### src/rtl/e2s_pkg.sv
// ----------------------------------------------------------------------------
// e2s_pkg
// shared constants, width helpers and the result beat layout of the 2x2
// eigen solver
// ----------------------------------------------------------------------------
package e2s_pkg;

	localparam int ENTRY_WIDTH_DEF = 16;
	localparam int FRAC_BITS_DEF   = 8;
	localparam int OUT_W           = 20;
	localparam int DISC_MAX_W      = 64;

	// discriminant width, held to the 64-bit datapath
	function automatic int disc_w(input int w);
		int full;
		full = 2 * w + 3;
		return (full > DISC_MAX_W) ? DISC_MAX_W : full;
	endfunction

	// bits of the floor root, one per cell
	function automatic int root_w(input int w);
		return disc_w(w) / 2;
	endfunction

	// width of trace plus or minus root
	function automatic int val_w(input int w);
		int tw;
		int rw;
		tw = w + 1;
		rw = root_w(w);
		return ((tw > rw) ? tw : rw) + 1;
	endfunction

	typedef struct packed {
		logic                    complex_roots;
		logic signed [OUT_W-1:0] second_vec_y;
		logic signed [OUT_W-1:0] second_vec_x;
		logic signed [OUT_W-1:0] first_vec_y;
		logic signed [OUT_W-1:0] first_vec_x;
		logic signed [OUT_W-1:0] larger_eigenvalue;
		logic signed [OUT_W-1:0] smaller_eigenvalue;
	} eig_result_t;

endpackage

### src/rtl/e2s_front.sv
// ----------------------------------------------------------------------------
// e2s_front
// input register, trace and products, determinant and square of trace,
// discriminant and radicand
// ----------------------------------------------------------------------------
module e2s_front import e2s_pkg::*; #(
	parameter int ENTRY_WIDTH = ENTRY_WIDTH_DEF
) (
	input  logic                                  clk,
	input  logic                                  arst_n,
	input  logic                                  feed_valid,
	output logic                                  feed_ready,
	input  logic signed [ENTRY_WIDTH-1:0]         top_left,
	input  logic signed [ENTRY_WIDTH-1:0]         top_right,
	input  logic signed [ENTRY_WIDTH-1:0]         bottom_left,
	input  logic signed [ENTRY_WIDTH-1:0]         bottom_right,
	output logic                                  pass_valid,
	input  logic                                  pass_ready,
	output logic [2*root_w(ENTRY_WIDTH)-1:0]      pass_rad,
	output logic [5*ENTRY_WIDTH+1:0]              pass_side
);

	localparam int W       = ENTRY_WIDTH;
	localparam int TR_W    = W + 1;
	localparam int PROD_W  = 2 * W;
	localparam int DET_W   = 2 * W + 1;
	localparam int TRSQ_W  = 2 * W + 2;
	localparam int FULL_W  = 2 * W + 3;
	localparam int DISC_W  = disc_w(W);
	localparam int RAD_W   = 2 * root_w(W);
	localparam int SIDE_W  = 5 * W + 2;

	logic v_s1, v_s2, v_s3, v_s4;
	logic rdy_s1, rdy_s2, rdy_s3, rdy_s4;

	logic signed [W-1:0]      a_s1, b_s1, c_s1, d_s1;
	logic signed [W-1:0]      a_s2, b_s2, c_s2, d_s2;
	logic signed [W-1:0]      a_s3, b_s3, c_s3, d_s3;
	logic signed [TR_W-1:0]   tr_s2, tr_s3;
	logic signed [PROD_W-1:0] ad_s2, bc_s2;
	logic signed [TRSQ_W-1:0] trsq_s3;
	logic signed [DET_W-1:0]  det_s3;
	logic [RAD_W-1:0]         rad_s4;
	logic [SIDE_W-1:0]        side_s4;

	logic signed [FULL_W-1:0] disc_full;
	logic [DISC_W-1:0]        disc;

	assign rdy_s4 = !v_s4 || pass_ready;
	assign rdy_s3 = !v_s3 || rdy_s4;
	assign rdy_s2 = !v_s2 || rdy_s3;
	assign rdy_s1 = !v_s1 || rdy_s2;

	assign feed_ready = rdy_s1;
	assign pass_valid = v_s4;
	assign pass_rad   = rad_s4;
	assign pass_side  = side_s4;

	assign disc_full = FULL_W'(trsq_s3) - (FULL_W'(det_s3) <<< 2);
	assign disc      = disc_full[DISC_W-1:0];

	always_ff @(posedge clk or negedge arst_n) begin
		if (!arst_n) begin
			v_s1 <= 1'b0;
			v_s2 <= 1'b0;
			v_s3 <= 1'b0;
			v_s4 <= 1'b0;
		end else begin
			if (rdy_s1) v_s1 <= feed_valid;
			if (rdy_s2) v_s2 <= v_s1;
			if (rdy_s3) v_s3 <= v_s2;
			if (rdy_s4) v_s4 <= v_s3;
		end
	end

	always_ff @(posedge clk) begin
		if (rdy_s1) begin
			a_s1 <= top_left;
			b_s1 <= top_right;
			c_s1 <= bottom_left;
			d_s1 <= bottom_right;
		end
		if (rdy_s2) begin
			a_s2  <= a_s1;
			b_s2  <= b_s1;
			c_s2  <= c_s1;
			d_s2  <= d_s1;
			tr_s2 <= TR_W'(a_s1) + TR_W'(d_s1);
			ad_s2 <= PROD_W'(a_s1) * PROD_W'(d_s1);
			bc_s2 <= PROD_W'(b_s1) * PROD_W'(c_s1);
		end
		if (rdy_s3) begin
			a_s3    <= a_s2;
			b_s3    <= b_s2;
			c_s3    <= c_s2;
			d_s3    <= d_s2;
			tr_s3   <= tr_s2;
			trsq_s3 <= TRSQ_W'(tr_s2) * TRSQ_W'(tr_s2);
			det_s3  <= DET_W'(ad_s2) - DET_W'(bc_s2);
		end
		if (rdy_s4) begin
			rad_s4  <= RAD_W'(disc[DISC_W-2:0]);
			side_s4 <= {disc[DISC_W-1], tr_s3, a_s3, b_s3, c_s3, d_s3};
		end
	end

endmodule

### src/rtl/e2s_root_cell.sv
// ----------------------------------------------------------------------------
// e2s_root_cell
// one digit of the floor square root: shifts in two radicand bits, tries
// a subtract and appends one root bit
// ----------------------------------------------------------------------------
module e2s_root_cell #(
	parameter int ROOT_W = 17,
	parameter int RAD_W  = 34,
	parameter int SIDE_W = 82
) (
	input  logic              clk,
	input  logic              arst_n,
	input  logic              feed_valid,
	output logic              feed_ready,
	input  logic [RAD_W-1:0]  feed_rad,
	input  logic [ROOT_W+1:0] feed_rem,
	input  logic [ROOT_W-1:0] feed_root,
	input  logic [SIDE_W-1:0] feed_side,
	output logic              pass_valid,
	input  logic              pass_ready,
	output logic [RAD_W-1:0]  pass_rad,
	output logic [ROOT_W+1:0] pass_rem,
	output logic [ROOT_W-1:0] pass_root,
	output logic [SIDE_W-1:0] pass_side
);

	localparam int REM_W = ROOT_W + 2;

	logic              valid_q;
	logic [RAD_W-1:0]  rad_q;
	logic [REM_W-1:0]  rem_q;
	logic [ROOT_W-1:0] root_q;
	logic [SIDE_W-1:0] side_q;

	logic [REM_W-1:0] trial;
	logic [REM_W-1:0] test;
	logic             take;

	assign trial = {feed_rem[ROOT_W-1:0], feed_rad[RAD_W-1 -: 2]};
	assign test  = {feed_root, 2'b01};
	assign take  = trial >= test;

	assign feed_ready = !valid_q || pass_ready;
	assign pass_valid = valid_q;
	assign pass_rad   = rad_q;
	assign pass_rem   = rem_q;
	assign pass_root  = root_q;
	assign pass_side  = side_q;

	always_ff @(posedge clk or negedge arst_n) begin
		if (!arst_n) begin
			valid_q <= 1'b0;
		end else if (feed_ready) begin
			valid_q <= feed_valid;
		end
	end

	always_ff @(posedge clk) begin
		if (feed_ready) begin
			rad_q  <= feed_rad << 2;
			rem_q  <= take ? (trial - test) : trial;
			root_q <= {feed_root[ROOT_W-2:0], take};
			side_q <= feed_side;
		end
	end

	// remainder never exceeds twice the partial root
	a_rem_bound: assert property (@(posedge clk) disable iff (!arst_n)
		valid_q |-> (rem_q <= {1'b0, root_q, 1'b0}))
		else $error("root cell remainder out of range");

endmodule

### src/rtl/e2s_back.sv
// ----------------------------------------------------------------------------
// e2s_back
// eigenvalues from trace and root, eigenvector selection and the output
// register
// ----------------------------------------------------------------------------
module e2s_back import e2s_pkg::*; #(
	parameter int ENTRY_WIDTH = ENTRY_WIDTH_DEF,
	parameter int FRAC_BITS   = FRAC_BITS_DEF
) (
	input  logic                             clk,
	input  logic                             arst_n,
	input  logic                             feed_valid,
	output logic                             feed_ready,
	input  logic [root_w(ENTRY_WIDTH)-1:0]   feed_root,
	input  logic [5*ENTRY_WIDTH+1:0]         feed_side,
	output logic                             pass_valid,
	input  logic                             pass_ready,
	output eig_result_t                      pass_result
);

	localparam int W     = ENTRY_WIDTH;
	localparam int TR_W  = W + 1;
	localparam int VAL_W = val_w(W);
	localparam int VEC_W = VAL_W + 1;

	logic        valid_q;
	eig_result_t res_q;
	eig_result_t res_d;

	logic signed [W-1:0]     a, b, c, d;
	logic signed [TR_W-1:0]  tr;
	logic                    neg;
	logic signed [VAL_W-1:0] tr_x, root_x, lo_sum, hi_sum, lo_val, hi_val;
	logic signed [VEC_W-1:0] lo_d, hi_d, lo_a, hi_a;
	logic signed [OUT_W-1:0] unit;

	assign d   = feed_side[W-1:0];
	assign c   = feed_side[2*W-1:W];
	assign b   = feed_side[3*W-1:2*W];
	assign a   = feed_side[4*W-1:3*W];
	assign tr  = feed_side[5*W:4*W];
	assign neg = feed_side[5*W+1];

	assign tr_x   = VAL_W'(tr);
	assign root_x = VAL_W'(feed_root);
	assign lo_sum = tr_x - root_x;
	assign hi_sum = tr_x + root_x;
	assign lo_val = lo_sum >>> 1;
	assign hi_val = hi_sum >>> 1;
	assign lo_d   = VEC_W'(lo_val) - VEC_W'(d);
	assign hi_d   = VEC_W'(hi_val) - VEC_W'(d);
	assign lo_a   = VEC_W'(lo_val) - VEC_W'(a);
	assign hi_a   = VEC_W'(hi_val) - VEC_W'(a);
	assign unit   = {{(OUT_W-1){1'b0}}, 1'b1} << FRAC_BITS;

	always_comb begin
		res_d = '0;
		if (neg) begin
			res_d.complex_roots = 1'b1;
		end else begin
			res_d.smaller_eigenvalue = OUT_W'(lo_val);
			res_d.larger_eigenvalue  = OUT_W'(hi_val);
			if (b == '0 && c == '0) begin
				res_d.first_vec_x  = unit;
				res_d.second_vec_y = unit;
			end else if (c != '0) begin
				res_d.first_vec_x  = OUT_W'(lo_d);
				res_d.first_vec_y  = OUT_W'(c);
				res_d.second_vec_x = OUT_W'(hi_d);
				res_d.second_vec_y = OUT_W'(c);
			end else begin
				res_d.first_vec_x  = OUT_W'(b);
				res_d.first_vec_y  = OUT_W'(lo_a);
				res_d.second_vec_x = OUT_W'(b);
				res_d.second_vec_y = OUT_W'(hi_a);
			end
		end
	end

	assign feed_ready  = !valid_q || pass_ready;
	assign pass_valid  = valid_q;
	assign pass_result = res_q;

	always_ff @(posedge clk or negedge arst_n) begin
		if (!arst_n) begin
			valid_q <= 1'b0;
		end else if (feed_ready) begin
			valid_q <= feed_valid;
		end
	end

	always_ff @(posedge clk) begin
		if (feed_ready) begin
			res_q <= res_d;
		end
	end

	a_complex_zero: assert property (@(posedge clk) disable iff (!arst_n)
		valid_q && res_q.complex_roots |->
			(res_q.smaller_eigenvalue == '0) && (res_q.larger_eigenvalue == '0) &&
			(res_q.first_vec_x == '0) && (res_q.first_vec_y == '0) &&
			(res_q.second_vec_x == '0) && (res_q.second_vec_y == '0))
		else $error("complex beat carries nonzero data");

	a_order: assert property (@(posedge clk) disable iff (!arst_n)
		feed_valid && !neg |-> (hi_val >= lo_val))
		else $error("larger eigenvalue below smaller one");

endmodule

### src/rtl/eigen_2x2_solver_core.sv
// ----------------------------------------------------------------------------
// eigen_2x2_solver_core
// closed-form eigenvalues and eigenvectors of a stream of 2x2 fixed-point
// matrices
// ----------------------------------------------------------------------------
// One matrix is taken per clock and one result beat leaves per clock while
// m_axis_tready stays high; R is the number of root bits (17 at 16-bit
// entries). The floor square root is a row of R cells that each settle one
// root bit; front stages before it form trace, products, determinant and
// discriminant, and an output stage after it picks eigenvalues and
// eigenvectors. Every stage holds its own valid bit, so bubbles close up and
// the input stays ready while a finished beat waits at the output as long as
// some stage further down is empty; once all 5 + R stages hold a beat, a
// stalled output stalls the input. A negative discriminant gives tuser high
// and all data zero.
module eigen_2x2_solver_core import e2s_pkg::*; #(
	parameter int ENTRY_WIDTH = ENTRY_WIDTH_DEF,
	parameter int FRAC_BITS   = FRAC_BITS_DEF,
	localparam int IN_TDATA_W = ((4 * ENTRY_WIDTH + 7) / 8) * 8
) (
	input  logic                  clk,
	input  logic                  arst_n,
	input  logic                  s_axis_tvalid,
	output logic                  s_axis_tready,
	// top_left, top_right, bottom_left, bottom_right
	input  logic [IN_TDATA_W-1:0] s_axis_tdata,
	output logic                  m_axis_tvalid,
	input  logic                  m_axis_tready,
	// smaller_eigenvalue, larger_eigenvalue, first_vec_x, first_vec_y,
	// second_vec_x, second_vec_y
	output logic [6*OUT_W-1:0]    m_axis_tdata,
	// complex_roots
	output logic                  m_axis_tuser
);

	localparam int W      = ENTRY_WIDTH;
	localparam int ROOT_W = root_w(W);
	localparam int RAD_W  = 2 * ROOT_W;
	localparam int REM_W  = ROOT_W + 2;
	localparam int SIDE_W = 5 * W + 2;

	logic              cv    [0:ROOT_W];
	logic              cr    [0:ROOT_W];
	logic [RAD_W-1:0]  crad  [0:ROOT_W];
	logic [REM_W-1:0]  crem  [0:ROOT_W];
	logic [ROOT_W-1:0] croot [0:ROOT_W];
	logic [SIDE_W-1:0] cside [0:ROOT_W];

	eig_result_t result;

	e2s_front #(
		.ENTRY_WIDTH (ENTRY_WIDTH)
	) u_front (
		.clk          (clk),
		.arst_n       (arst_n),
		.feed_valid   (s_axis_tvalid),
		.feed_ready   (s_axis_tready),
		.top_left     (s_axis_tdata[W-1:0]),
		.top_right    (s_axis_tdata[2*W-1:W]),
		.bottom_left  (s_axis_tdata[3*W-1:2*W]),
		.bottom_right (s_axis_tdata[4*W-1:3*W]),
		.pass_valid   (cv[0]),
		.pass_ready   (cr[0]),
		.pass_rad     (crad[0]),
		.pass_side    (cside[0])
	);

	assign crem[0]  = '0;
	assign croot[0] = '0;

	for (genvar i = 0; i < ROOT_W; i++) begin : g_cell
		e2s_root_cell #(
			.ROOT_W (ROOT_W),
			.RAD_W  (RAD_W),
			.SIDE_W (SIDE_W)
		) u_cell (
			.clk        (clk),
			.arst_n     (arst_n),
			.feed_valid (cv[i]),
			.feed_ready (cr[i]),
			.feed_rad   (crad[i]),
			.feed_rem   (crem[i]),
			.feed_root  (croot[i]),
			.feed_side  (cside[i]),
			.pass_valid (cv[i+1]),
			.pass_ready (cr[i+1]),
			.pass_rad   (crad[i+1]),
			.pass_rem   (crem[i+1]),
			.pass_root  (croot[i+1]),
			.pass_side  (cside[i+1])
		);
	end

	e2s_back #(
		.ENTRY_WIDTH (ENTRY_WIDTH),
		.FRAC_BITS   (FRAC_BITS)
	) u_back (
		.clk         (clk),
		.arst_n      (arst_n),
		.feed_valid  (cv[ROOT_W]),
		.feed_ready  (cr[ROOT_W]),
		.feed_root   (croot[ROOT_W]),
		.feed_side   (cside[ROOT_W]),
		.pass_valid  (m_axis_tvalid),
		.pass_ready  (m_axis_tready),
		.pass_result (result)
	);

	assign m_axis_tdata = {result.second_vec_y, result.second_vec_x,
		result.first_vec_y, result.first_vec_x,
		result.larger_eigenvalue, result.smaller_eigenvalue};
	assign m_axis_tuser = result.complex_roots;

	// the root cell chain finishes with a remainder no larger than twice the root
	a_final_rem: assert property (@(posedge clk) disable iff (!arst_n)
		cv[ROOT_W] |-> (crem[ROOT_W] <= {1'b0, croot[ROOT_W], 1'b0})
			&& (crad[ROOT_W] == '0))
		else $error("root chain left radicand bits unused");

endmodule
### config.mk
export PLATFORM = sky130hd
export DESIGN_NAME = eigen_2x2_solver_core
export DESIGN_NICKNAME = d
export VERILOG_FILES = /design/src/rtl/e2s_pkg.sv /design/src/rtl/e2s_front.sv /design/src/rtl/e2s_root_cell.sv /design/src/rtl/e2s_back.sv /design/src/rtl/eigen_2x2_solver_core.sv
export SDC_FILE = /design/constraint.sdc
export NUM_CORES = 2
export LEC_CHECK = 0
export BUFFER_PORTS_ARGS = -buffer_cell sky130_fd_sc_hd__buf_2
export CAP_MARGIN = 20
export CORE_AREA = 2 2 521 394
export CTS_CLUSTER_SIZE = 10
export DETAILED_ROUTE_END_ITERATION = 7
export DIE_AREA = 0 0 523 396
export GPL_TIMING_DRIVEN = 0
export PLACE_DENSITY = 0.81
export SYNTH_ARGS = -nofsm -noshare
export SYNTH_HDL_FRONTEND = slang
export SYNTH_SLANG_ARGS = --single-unit
### constraint.sdc
create_clock -name clk -period 11.3 [get_ports clk]
set_input_delay 1.695 -clock clk [delete_from_list [all_inputs] [get_ports clk]]
set_output_delay 1.695 -clock clk [all_outputs]
set_load 0.03 [all_outputs]
# == After elaboration in Yosys (flattened, before gate mapping) ==
# Cells that the tools add are included.
# word_totals
wordCells,232
inputBits,68
ff_bits,2687
out_inout_bits,123
# classes
muxes,20
order_cmp,17
n_addsub,25
multipliers,3
reduce_logical,49
# ops
operator,n
$mux 17,15
$mux 80,1
$sub 17x16->18,4
$mul 16x16->32,2
$sub 34x35->35,1
$mul 17x17->34,1
$sub 32x32->33,1
$logic_not 16->1,2
$logic_not 1->1,22
$logic_or 1x1->1,22
$ge 19x10->1,1
$ge 19x11->1,1
$ge 19x12->1,1
$ge 19x13->1,1
$ge 19x14->1,1
$ge 19x15->1,1
$ge 19x16->1,1
$ge 19x17->1,1
$ge 19x18->1,1
$ge 19x3->1,1
$ge 19x4->1,1
$ge 19x5->1,1
$ge 19x6->1,1
$ge 19x7->1,1
28 further kinds,29

# == Longest topological paths before layout ==
# depth
depth_word,23
depth_mapped,26
mapped_depth_nobuf,24

# == Cells and area by module ==
# A second synthesis with hierarchy kept.
# unflattened
cells_unflattened,11216
hier_area_um2,158300.6
# by_module_without_submodules
module,cells_each,seq_area_each_um2,n_inst,area_each_um2
e2s_root_cell,348,4529.3,17,5962.0
e2s_front,4258,14183.6,1,47458.0
e2s_back,1041,3238.1,1,9485.3
eigen_2x2_solver_core,1,0.0,1,3.8

# == Worst setup path after synthesis ==
# No wires, ideal clock.
# synth_timing
path_type,input to register
start,input m_axis_tready
end,"register g_cell[3].u_cell.rad_q[10], enable pin"
slack_ns,-0.521
stages,8
required_time_ns,9.868
t_arrival_ns,10.389
n_path_buf,0
setup_ns,1.432
cell_sequence,nor2b_1 -> nand2_1 -> nor2_1 -> and2_1 -> nand2_1 -> nor3_1 -> and2_1 -> nand3_1
# synth_between
elab_chain_len,15
# synth_lines
element,line,text
"start, declared",eigen_2x2_solver_core.sv:28,"input logic m_axis_tready,"
$logic_or 1x1->1,e2s_back.sv:80,assign feed_ready = !valid_q || pass_ready;
$logic_or 1x1->1,e2s_root_cell.sv:43,assign feed_ready = !valid_q || pass_ready;
named net g_cell[15].u_cell.pass_ready,e2s_root_cell.sv:20,"input logic pass_ready,"
$logic_or 1x1->1 (5 in series),e2s_root_cell.sv:43,
named net g_cell[10].u_cell.pass_ready,e2s_root_cell.sv:20,
$logic_or 1x1->1 (8 in series),e2s_root_cell.sv:43,
named net g_cell[2].u_cell.pass_ready,e2s_root_cell.sv:20,
"end signal, assigned",e2s_root_cell.sv:60,rad_q <= feed_rad << 2;
"end, declared",e2s_root_cell.sv:30,logic [RAD_W-1:0] rad_q;
# The timed path passes the listed nets, and every way through them passes these cells.
# A chain may end at the register's enable or synchronous reset.

# == Worst setup path in the final report ==
# layout_timing
start,input m_axis_tready
end,output s_axis_tready
# layout_between
elab_chain_len,22
# layout_lines
element,line,text
$logic_or 1x1->1,e2s_back.sv:80,
$logic_or 1x1->1,e2s_root_cell.sv:43,
named net g_cell[15].u_cell.pass_ready,e2s_root_cell.sv:20,
$logic_or 1x1->1 (4 in series),e2s_root_cell.sv:43,
named net g_cell[11].u_cell.pass_ready,e2s_root_cell.sv:20,
$logic_or 1x1->1 (12 in series),e2s_root_cell.sv:43,
$logic_or 1x1->1,e2s_front.sv:49,assign rdy_s4 = !v_s4 || pass_ready;
$logic_or 1x1->1,e2s_front.sv:50,assign rdy_s3 = !v_s3 || rdy_s4;
$logic_or 1x1->1,e2s_front.sv:51,assign rdy_s2 = !v_s2 || rdy_s3;
$logic_or 1x1->1,e2s_front.sv:52,assign rdy_s1 = !v_s1 || rdy_s2;
"end, declared",eigen_2x2_solver_core.sv:24,"output logic s_axis_tready,"
# The timed path passes the listed nets, and every way through them passes these cells.

==> results by group <==
Floorplan
  • Initial Util: 63.86%
  • Core Footprint: 201600 um2
  • Die Footprint: 207100 um2
  • Die Y: 396 um
  • Number of I/O pins: 191
  • Rows: 143
  • Die width: 523 um

Clock network
  • TritonCTS clock tree: done
  • Clock Sinks: 2639
  • Hold_buf cts: 0
  • CTS Buf Count: 310
  • Resize count post-CTS: 0
  • Root buf cell: clkbuf_16
  • Latest clock arrival within the worst-skew pair: 880 ps
  • Clk buf depth: 4
  • Post-CTS setup buffer count: 0
  • Clock-pin transition on the worst setup and hold timing paths: 60 ps
  • H-tree depth: 5

STA
  • Worst Clk Skew: 116.6 ps
  • Worst slew pin tran: 1155 ps
  • Setup violators final: 0
  • Rel. slew slack: 21.98%
  • Fmax: 0.1124 GHz
  • Sum Neg Setup Slack: 0 ps
  • Setup ws final: 2405 ps
  • Tmin final: 8895 ps
  • Period utilization: 78.72%
  • Hold Vio Cnt, Final: 0
  • RSZ-0062 raised after global routing: false
  • Max Slew Vio Count: 0

Routing
  • Vias/cell: 5.935
  • WL per Instance: 24.42 um
  • DR vias: 72880
  • # DRC: 0
  • Initial drt markers: 7603
  • Routed WL: 299800 um
  • First-pass DRT Iterations: 8
  • Final ANT Viol Nets: 0

Setup path
  • Crit path kind: in -> out
  • Worst Path Arrival: 7200 ps
  • Slowest stage delay, CP: 900 ps
  • R2R setup slack: 2890 ps
  • Worst Path Required: 9610 ps
  • Crit-path max FO: 81
  • Reg-to-Reg Start: u_front.tr_s2[6]$_DFFE_PP_
  • Crit path top cell by count: buf_2
  • FF-to-FF path depth: 22
  • Slowest cell on the critical path: nor3_1
  • End of the worst register-to-register path: u_front.trsq_s3[31]$_DFFE_PP_
  • Worst setup SP type: input pin
  • Crit path capture type: output pin
  • CP Cell Sequence: buf_2, nor2b_1, nand2_4, nor2_1, and2_1, inv_6, buf_16, nor3_1, and3_1, nand3_4, buf_12, buf_2

Logic synthesis
  • Most used DFF post-synth: edfxtp_1
  • Post-synthesis sequential area ratio: 61.46%
  • Synth unique cells: 83
  • Yosys warnings: 0
  • Syn_area_per_cell: 14.34 um2
  • Flops & latches, synth: 2639
  • Number of synthesized flops with an enable pin: 2617
  • Cell area after synthesis: 128800 um2
  • Syn Inst Count: 8978
  • Synthesized Nets: 10450
  • Asr flop ratio synth: 0.8336%

Global route
  • Global Route Usage Sum: 29.70%
  • First-pass GRT wire length: 462600 um
  • Vias in the first global route: 76050
  • Antenna violations before repair: 5
  • Largest net degree at the start of global routing: 95
  • GRT overflow: 0

Run status
  • Outcome: complete, no violations

Worst hold path
  • Hold endpoint: g_cell[4].u_cell.pass_rad[27]$_DFFE_PP_
  • Hold Path Class: reg -> reg
  • Hold Crit Start: g_cell[3].u_cell.pass_rad[25]$_DFFE_PP_
  • WHS Path Cells: 0

Run
  • Maxcap violations: 0

Place
  • Port Buffer Count: 190
  • Placer Congestion: 0.9974
  • DP Worst Slack: 2426 ps
  • Dpl hpwl: 196800 um

Cells and area
  • Layout area overhead: 10.80%
  • Share of cells above drive strength 1: 7.348%
  • Layout fillers: 12520
  • Nets: 11000
flip-flops by register name, summed over array words and instances (netlist names), 17 cells and up:
register and count:
u_front.trsq_s3 33, g_cell.u_cell.pass_rem 254, u_front.bc_s2 32, u_front.pass_side 82
g_cell.u_cell.pass_side 1394, u_front.pass_rad 32, u_back.pass_result 107, u_front.det_s3 33
u_front.tr_s2 17, g_cell.u_cell.pass_rad 240, g_cell.u_cell.pass_valid 17, u_front.ad_s2 32
g_cell.u_cell.pass_root 153
critical path, delay by kind of cell:
| family | cells | cell delay [ps] |
|---|---|---|
| and+or+nand+nor | 7 | 4010 |
| buffers and inverters | 5 | 1300 |
worst max-delay path by stage:
stage             startpoint                         end  slack [ps]  cells past startpoint
2_1_floorplan  m_axis_tready   u_front.a_s2[0]$_DFFE_PP_         250                      8
3_3_place_gp   m_axis_tready  u_front.ad_s2[4]$_DFFE_PP_       -4260                      9
3_5_place_dp   m_axis_tready               s_axis_tready        2430                     12
4_1_cts        m_axis_tready               s_axis_tready        2380                     12
5_1_grt        m_axis_tready               s_axis_tready        2140                     12
6_report       m_axis_tready               s_axis_tready        2400                     12
layer usage:
layer  vias up  GRT usage (%)  wire [um]
met1     36200          41.18     119300
met5         -              0          0
met4         0          12.46      14540
li1      32040              -          -
met2      3787          47.25     142200
met3       848          4.908      23740
cells in the final DEF (no fill, tap or decap), types with 14 or more instances in the layout:
cell type,n
nand2_1,570
or4_1,17
xor2_1,153
nor3_1,128
a21o_1,114
or2_2,37
nand4_1,38
edfxtp_1,2617
nor2_1,363
a21boi_0,25
o21a_1,99
clkbuf_16,316
nor2b_1,107
xnor2_1,269
o21ai_0,211
or3_1,39
nand3_1,78
o211ai_1,18
nand2b_1,91
ha_1,607
a211oi_1,33
mux2_2,30
o21bai_1,21
a21oi_1,341
inv_1,1331
a31oi_1,31
buf_16,24
and3_1,29
clkbuf_1,192
buf_4,14
nor4_1,51
dfrtp_1,22
fa_1,800
a211o_1,14
buf_2,190
o41ai_1,16
and2_1,301
o31ai_1,26
stage by stage:
step           hold WS, ps  cell area, um2  util [%]  std cells
2_1_floorplan        400.3          128800         -       8978
5_1_grt              372.6          142700     70.75      12280
3_5_place_dp         404.5          134100     66.52      11890
4_1_cts              355.2          142600     70.74      12280
6_report             352.6          142700     70.75      12280
3_3_place_gp         400.6          133100     66.00      11850
layout make-up:
| cell class | instances | area [um2] | share of cell area (%) |
|---|---|---|---|
| repair buffers | 233 | 1903 | 1.334 |
| plain buffers | 173 | 709.4 | 0.4973 |
| clock buffers | 355 | 8064 | 5.652 |
| flip-flops and latches | 2639 | 79140 | 55.47 |
| clock inverters | 29 | 435.4 | 0.3052 |
| multi-input cells | 4827 | 44000 | 30.84 |
| well taps | 2682 | 3356 | 2.352 |
| inverters | 1339 | 5064 | 3.549 |
| diodes | 1 | 2.502 | 0.001754 |
cell usage after synthesis (82+ instances only):
library cell | instances | area (um2)
a21o_1 | 114 | 855.8
a21oi_1 | 341 | 1707
and2_1 | 301 | 1883
clkbuf_1 | 154 | 578.1
edfxtp_1 | 2617 | 78590
fa_1 | 800 | 16020
ha_1 | 607 | 7595
inv_1 | 1339 | 5026
nand2_1 | 577 | 2166
nand2b_1 | 91 | 569.3
nand3_1 | 82 | 410.4
nor2_1 | 363 | 1363
nor2b_1 | 107 | 669.4
nor3_1 | 128 | 640.6
o21a_1 | 99 | 743.2
o21ai_0 | 211 | 1056
xnor2_1 | 269 | 2356
xor2_1 | 153 | 1340
cells by family (layout without fill, tap and decap cells):
kind of cell,Yosys count,after routing,synth area share [%]
buffers and inverters,1512,2129,4.454
AND/OR/NAND/NOR,1893,1893,7.229
multiplexers,48,48,0.4295
AO/OA/AOI/OAI,1056,1056,5.220
flip-flops,2639,2639,61.46
other,1,2,0.002912
adder cells (fa/ha/maj),1407,1407,18.34
XOR/XNOR,422,422,2.870
Power is left out: the tool's default activity adds up to more than one toggle a clock period on the data nets, which glitch-free logic cannot reach.
